## config.mk

```make
export PLATFORM = sky130hd
export DESIGN_NAME = unique_tail_marker_extractor_top
export DESIGN_NICKNAME = d
export VERILOG_FILES = /design/src/utme_pkg.sv /design/src/utme_cell.sv /design/src/utme_scan.sv /design/src/utme_outq.sv /design/src/unique_tail_marker_extractor_top.sv
export SDC_FILE = /design/constraint.sdc
export NUM_CORES = 2
export LEC_CHECK = 0
export BUFFER_PORTS_ARGS = -buffer_cell sky130_fd_sc_hd__buf_2
export CAP_MARGIN = 20
export CORE_UTILIZATION = 38
export CTS_CLUSTER_SIZE = 25
export DETAILED_ROUTE_END_ITERATION = 16
export PLACE_DENSITY = 0.64
export SLEW_MARGIN = 30
export SYNTH_ARGS = -nofsm -noshare
export SYNTH_HDL_FRONTEND = slang
export SYNTH_HIERARCHICAL = 1
export SYNTH_SLANG_ARGS = --single-unit
```

## constraint.sdc

```tcl
create_clock -name clk -period 8.56 [get_ports clk]
set_input_delay 0.856 -clock clk [delete_from_list [all_inputs] [get_ports clk]]
set_output_delay 0.856 -clock clk [all_outputs]
set_load 0.05 [all_outputs]
```

## src/utme_pkg.sv

```systemverilog
// ============================================================================
// utme_pkg
// Shared types and constants for the marker tail extractor.
// ============================================================================
package utme_pkg;

  localparam int ROOT_BYTES = 64;
  localparam int MARKER_LEN = 4;
  localparam int AFTER_SAT  = ROOT_BYTES + 1;
  localparam int WORD_BYTES = 8;
  localparam int NUM_WORDS  = ROOT_BYTES / WORD_BYTES;
  localparam int IDX_W      = $clog2(NUM_WORDS);
  localparam int AFTER_W    = $clog2(AFTER_SAT + 1);
  localparam int FILL_W     = $clog2(MARKER_LEN + 1);

  localparam logic [31:0] MARKER_RESET = 32'h5343_5233;

  typedef enum logic [1:0] {
    ST_OK        = 2'd0,
    ST_MISSING   = 2'd1,
    ST_MULTIPLE  = 2'd2,
    ST_WRONG_LEN = 2'd3
  } utme_status_t;

  typedef struct packed {
    logic [7:0] data_byte;
    logic       no_data;
    logic       last;
  } utme_in_t;

  typedef struct packed {
    utme_status_t status;
    logic [63:0]  root_word;
    logic [2:0]   word_index;
    logic         final_result;
  } utme_out_t;

  typedef struct packed {
    logic         take;
    logic         close;
  } utme_scan_ctl_t;

endpackage

```

## src/utme_cell.sv

```systemverilog
// ============================================================================
// utme_cell
// One byte cell of the history chain; loads its neighbor's byte (the input byte for the first cell) on a shift.
// ============================================================================
module utme_cell (
  input  logic       clk,
  input  logic       shift,
  input  logic [7:0] d,
  output logic [7:0] q
);

  always_ff @(posedge clk) begin
    if (shift) begin
      q <= d;
    end
  end

endmodule

```

## src/utme_scan.sv

```systemverilog
// ============================================================================
// utme_scan
// Marker compare and run counters; gives the outcome of the closing beat.
// ============================================================================
module utme_scan (
  input  logic                   clk,
  input  logic                   rst,
  input  utme_pkg::utme_scan_ctl_t ctl,
  input  logic [7:0]             byte_in,
  input  logic [23:0]            window_hi,
  input  logic [31:0]            marker,
  output utme_pkg::utme_status_t status
);
  import utme_pkg::*;

  logic [FILL_W-1:0]  fill_count, fill_count_next;
  logic [1:0]         match_count, match_count_next;
  logic [AFTER_W-1:0] bytes_after_match, bytes_after_match_next;
  logic               hit;

  always_comb begin
    fill_count_next        = fill_count;
    match_count_next       = match_count;
    bytes_after_match_next = bytes_after_match;
    hit                    = 1'b0;
    if (ctl.take) begin
      if (fill_count < FILL_W'(MARKER_LEN)) begin
        fill_count_next = fill_count + 1'b1;
      end
      hit = (fill_count_next >= FILL_W'(MARKER_LEN)) && ({window_hi, byte_in} == marker);
      if (hit) begin
        if (match_count < 2'd2) begin
          match_count_next = match_count + 1'b1;
        end
        bytes_after_match_next = '0;
      end else if (match_count != 2'd0) begin
        if (bytes_after_match < AFTER_W'(AFTER_SAT)) begin
          bytes_after_match_next = bytes_after_match + 1'b1;
        end
      end
    end
    priority if (match_count_next == 2'd0) begin
      status = ST_MISSING;
    end else if (match_count_next >= 2'd2) begin
      status = ST_MULTIPLE;
    end else if (bytes_after_match_next != AFTER_W'(ROOT_BYTES)) begin
      status = ST_WRONG_LEN;
    end else begin
      status = ST_OK;
    end
  end

  always_ff @(posedge clk) begin
    if (rst || ctl.close) begin
      fill_count        <= '0;
      match_count       <= '0;
      bytes_after_match <= '0;
    end else begin
      fill_count        <= fill_count_next;
      match_count       <= match_count_next;
      bytes_after_match <= bytes_after_match_next;
    end
  end

endmodule

```

## src/utme_outq.sv

```systemverilog
// ============================================================================
// utme_outq
// Result holder: keeps the closing outcome, sends it one word per unstalled beat.
// ============================================================================
module utme_outq (
  input  logic                            clk,
  input  logic                            rst,
  input  logic                            load,
  input  utme_pkg::utme_status_t          load_status,
  input  logic [utme_pkg::ROOT_BYTES*8-1:0] load_bytes,
  output logic                            can_load,
  output logic                            out_valid,
  input  logic                            out_stall,
  output utme_pkg::utme_out_t             out_data
);
  import utme_pkg::*;

  logic                    busy;
  utme_status_t            status;
  logic [IDX_W-1:0]        idx;
  logic [ROOT_BYTES*8-1:0] snap;
  logic                    pop;
  logic                    is_final;

  assign is_final  = (status != ST_OK) || (idx == IDX_W'(NUM_WORDS - 1));
  assign pop       = busy && !out_stall;
  assign can_load  = !busy || (pop && is_final);
  assign out_valid = busy;

  assign out_data.status       = status;
  assign out_data.root_word    = snap[ROOT_BYTES*8-1 -: 64];
  assign out_data.word_index   = 3'(idx);
  assign out_data.final_result = is_final;

  always_ff @(posedge clk) begin
    if (rst) begin
      busy <= 1'b0;
    end else if (load) begin
      busy <= 1'b1;
    end else if (pop && is_final) begin
      busy <= 1'b0;
    end
  end

  always_ff @(posedge clk) begin
    if (load) begin
      status <= load_status;
      idx    <= '0;
      snap   <= (load_status == ST_OK) ? load_bytes : '0;
    end else if (pop) begin
      idx  <= idx + 1'b1;
      snap <= snap << 64;
    end
  end

endmodule

```

## src/unique_tail_marker_extractor_top.sv

```systemverilog
// ============================================================================
// unique_tail_marker_extractor_top
// Finds a four-byte marker in a byte string and returns the 64 bytes after it.
// ============================================================================
//  channel | dir | handshake        | payload
//  --------+-----+------------------+---------------------------------------
//  in      | in  | in_valid/stall   | data_byte, no_data, last
//  out     | out | out_valid/stall  | status, root_word, word_index, final
//  cfg     | in  | cfg_valid/ready  | marker prefix, 32 bits
//
//  One byte per cycle, when not stalled or no_data, through a 64-cell
//  shift chain; the compare sees the incoming byte and the newest three cells.
//  A closing beat loads the result holder; its first result is valid the next
//  cycle; one result (error) or eight words (success), one per unstalled beat.
//  A closing beat is stalled only while the holder still has words to send.
//  Reset clears counters and holder; chain contents are not cleared.
// ============================================================================
module unique_tail_marker_extractor_top (
  input  logic                clk,
  input  logic                rst,
  input  logic                in_valid,
  output logic                in_stall,
  input  utme_pkg::utme_in_t  in_data,
  output logic                out_valid,
  input  logic                out_stall,
  output utme_pkg::utme_out_t out_data,
  input  logic                cfg_valid,
  output logic                cfg_ready,
  input  logic [31:0]         cfg_data
);
  import utme_pkg::*;

  logic [31:0]             marker;
  logic                    accept;
  logic                    can_load;
  utme_scan_ctl_t          ctl;
  utme_status_t            status;
  logic [7:0]              chain [ROOT_BYTES];
  logic [ROOT_BYTES*8-1:0] tail_bytes;

  assign cfg_ready = 1'b1;

  always_ff @(posedge clk) begin
    if (rst) begin
      marker <= MARKER_RESET;
    end else if (cfg_valid && cfg_ready) begin
      marker <= cfg_data;
    end
  end

  assign in_stall  = in_data.last && !can_load;
  assign accept    = in_valid && !in_stall;
  assign ctl.take  = accept && !in_data.no_data;
  assign ctl.close = accept && in_data.last;

  utme_cell u_cell0 (
    .clk   (clk),
    .shift (ctl.take),
    .d     (in_data.data_byte),
    .q     (chain[0])
  );

  for (genvar i = 1; i < ROOT_BYTES; i++) begin : g_chain
    utme_cell u_cell (
      .clk   (clk),
      .shift (ctl.take),
      .d     (chain[i-1]),
      .q     (chain[i])
    );
  end

  // bytes as they stand after this beat's shift; oldest in the top byte
  always_comb begin
    tail_bytes[7:0] = ctl.take ? in_data.data_byte : chain[0];
    for (int i = 1; i < ROOT_BYTES; i++) begin
      tail_bytes[i*8 +: 8] = ctl.take ? chain[i-1] : chain[i];
    end
  end

  utme_scan u_scan (
    .clk       (clk),
    .rst       (rst),
    .ctl       (ctl),
    .byte_in   (in_data.data_byte),
    .window_hi ({chain[2], chain[1], chain[0]}),
    .marker    (marker),
    .status    (status)
  );

  utme_outq u_outq (
    .clk         (clk),
    .rst         (rst),
    .load        (ctl.close),
    .load_status (status),
    .load_bytes  (tail_bytes),
    .can_load    (can_load),
    .out_valid   (out_valid),
    .out_stall   (out_stall),
    .out_data    (out_data)
  );

endmodule

```

==> impl_metrics.tcl <==
set metrics [dict create \
    outcome "complete, no violations" \
    gp_congestion 0.7857 \
    netlist_area_um2 45080 \
    finalNetCount 2607 \
    synthFlopType "edfxtp_1" \
    clockRootBuffer "clkbuf_16" \
    power_density_nw_per_um2 229.3 \
    yosysWarnings 6 \
    die_w_um 346.4 \
    max_slew_margin_pct 33.88 \
    rsz0062_at_grt "no" \
    wirelength_um 78180 \
    drive_gt1_share_pct 28.70 \
    final_cells 4158 \
    syn_inst 2537 \
    grt_start_max_net_pins 205 \
    drcViolationCount 0 \
    hold_class "input port to flop" \
    ys_types 51 \
    setup.worst_path.class "flop to flop" \
    grtUsageTotal_pct 12.68 \
    async_flop_share_pct 0 \
    dp_hpwl_um 46620 \
    initial_utilization_pct 38.59 \
    drt_iter0_drc 1612 \
    ys_seq_area_share_pct 70.47 \
    finalHoldViolCount 0 \
    finalMaxSlewViolations 0 \
    p_leak_nw 16.45 \
    syn_nets 2590 \
    ys_seq_elements 1074 \
    areaGrowthSynthToFinish_pct 9.573 \
    clk_pin_slew_ns 0.06 \
    grt.overflow.total 0 \
    core_um2 116800 \
    worstPathArrival_ns 6.27 \
    fillCellCount 10191 \
    diodes 0 \
    layout_min_cycle_time_ns 5.752 \
    htreeDepth 3 \
    cts_sinks 1074 \
    startpoint_type "flop" \
    cp-end-kind "flop" \
    wl_per_cell_um 18.80 \
    cts_tree "built" \
    grt_pass1_vias 21283 \
    holdBufCountCts 0 \
    num_vias 21463 \
    clock_latency_ns 0.66 \
    synthesis.area_per_instance_um2 17.77 \
    worstPathRequired_ns 9.07 \
    ant_nets 0 \
    maxCapViolations 0 \
    max_freq_ghz 0.1738 \
    fin_skew_ns 0.03435 \
    dieArea_um2 120000 \
    peakVddDrop_mv 0.1725 \
    grt_pass1_wl_um 125000 \
    cts_resized 0 \
    post-cts-setup-buffers 0 \
    viasPerCell 5.162 \
    cts_buffers 106 \
    period_share_pct 67.20 \
    die_h_um 346.4 \
    ioPinCount 120 \
    numPortBuffers 118 \
    fp-row-count 125 \
    tightest_slew_ns 0.9918 \
    post-place-cells 3968 \
    fin_tns_setup_ns 0 \
    firstDrtPassIters 5 \
    setup_violations 0 \
    antenna_found_initial 0 \
    cts.path.max_buffers 3 \
    synth-edff-count 1026 \
    worst-path-max-fanout 144 \
]
cell usage in the layout (no fill, tap or decap), types with 5 or more instances in the layout:
| cell type | netlist | layout |
|---|---|---|
| edfxtp_1 | 1026 | 1026 |
| nor2_1 | 37 | 37 |
| xnor2_1 | 38 | 38 |
| nor2b_1 | 16 | 16 |
| clkbuf_16 | 0 | 108 |
| buf_12 | 4 | 7 |
| nand2_1 | 5 | 5 |
| clkinv_1 | 0 | 22 |
| a22o_1 | 448 | 448 |
| mux2_1 | 50 | 50 |
| clkbuf_1 | 55 | 27 |
| nand4_1 | 14 | 14 |
| mux2i_1 | 22 | 22 |
| inv_1 | 6 | 6 |
| a211o_1 | 14 | 14 |
| buf_2 | 52 | 117 |
| nand3_1 | 7 | 7 |
| dfxtp_1 | 48 | 48 |
| clkinv_2 | 0 | 16 |
| mux2_2 | 464 | 464 |
| and2_1 | 64 | 64 |
| buf_4 | 72 | 14 |
| ha_1 | 6 | 6 |
| buf_6 | 23 | 5 |
Yosys cell counts, drive strengths merged, types with 4 or more instances:
master | count | area [um2]
a211o | 14 | 122.6
a22o | 448 | 3924
and2 | 64 | 400.4
buf | 178 | 1534
clkbuf | 58 | 221.5
dfxtp | 48 | 960.9
edfxtp | 1026 | 30810
ha | 6 | 75.07
inv | 7 | 26.27
mux2 | 514 | 5788
mux2i | 22 | 220.2
nand2 | 5 | 18.77
nand3 | 7 | 35.03
nand4 | 14 | 87.58
nor2 | 37 | 138.9
nor2b | 17 | 113.9
nor3 | 4 | 31.28
xnor2 | 38 | 332.8
where the power goes:
| group | total [mW] | internal (mW) | switching, mW |
|---|---|---|---|
| Sequential | 6.25 | 6.10 | 0.149 |
| Clock | 4.32 | 2.42 | 1.91 |
| Combinational | 0.758 | 0.334 | 0.424 |
| Total | 11.3 | 8.85 | 2.48 |
flip-flops by register name, summed over array words and instances (netlist names):
name,count
u_outq/status,2
u_scan/fill_count,3
g_chain.u_cell/q,504
u_scan/match_count,2
u_outq/out_valid,1
marker,32
u_cell0/q,8
u_outq/idx,3
u_scan/bytes_after_match,7
u_outq/snap,512
final timing paths:
| check | cells past startpoint | slack [ns] | start | to |
|---|---|---|---|---|
| min | 2 | 0.42 | cfg_data[25] | marker[25] |
| min reg2reg | 0 | 0.46 | g_chain[53].u_cell/q[6] | g_chain[54].u_cell/q[6] |
| max reg2reg | 16 | 2.81 | u_outq/idx[0] | u_outq/snap[480] |
| max | 16 | 2.81 | u_outq/idx[0] | u_outq/snap[480] |
cell families after synthesis:
kind of cell    share of synthesized area (%)
xor+xnor                               0.7771
simple gates                            2.062
compound gates                          9.231
fa+ha+maj                              0.1665
mux                                     13.33
other cells                          0.008318
buf+inv                                 3.952
flops                                   70.47
through the flow:
step / hold slack, ns / instance area (um2) / utilization [%] / setup WS, ns / power [mW]
final: 0.4163 / 49400 / 42.28 / 2.808 / 11.33
after global routing: 0.3777 / 49400 / 42.28 / 2.401 / 11.73
after CTS: 0.3698 / 49320 / 42.21 / 2.789 / 11.46
after detailed placement: 0.4515 / 46110 / 39.47 / 2.573 / 7.126
after global placement: 0.4479 / 46110 / 39.47 / 2.603 / 7.091
after floorplan: 0.4363 / 45080 / - / 1.314 / 6.978
layer usage:
metal  vias up  GRT usage [%]  part of all wire (%)  wire [um]
met1     10789          18.37                    48      37330
li1      10149              -                     -          -
met2       397          19.21                    46      35690
met3       128          2.337                   3.7       2927
met4         0          3.982                   2.9       2239
met5         -              0                     0          0
worst max-delay path, cell delays in order (launching register included):
cell and delay, ns:
dfxtp_1 0.37, ha_1 0.17, ha_1 0.14, nor3_1 0.05, o21ai_0 0.41, nor2b_4 0.09, nor3b_4 0.23, buf_12 0.57
and3b_1 0.28, and4b_1 0.26, nand2_1 0.08, or4_1 0.49, a2111oi_2 0.45, o21ai_1 0.19, nor3_4 0.70, buf_4 0.75
a22o_1 0.24
final cells by class:
class	count	area [um2]	area share (%)
flip-flops and latches	1074	31770	64.32
multi-input cells	1220	11540	23.36
clock buffers	137	2823	5.714
well taps	1524	1907	3.860
repair buffers	145	942.2	1.907
clock inverters	51	382.9	0.7751
inverters	7	33.78	0.06839
No activity file was read; power rests on OpenSTA's default activity.
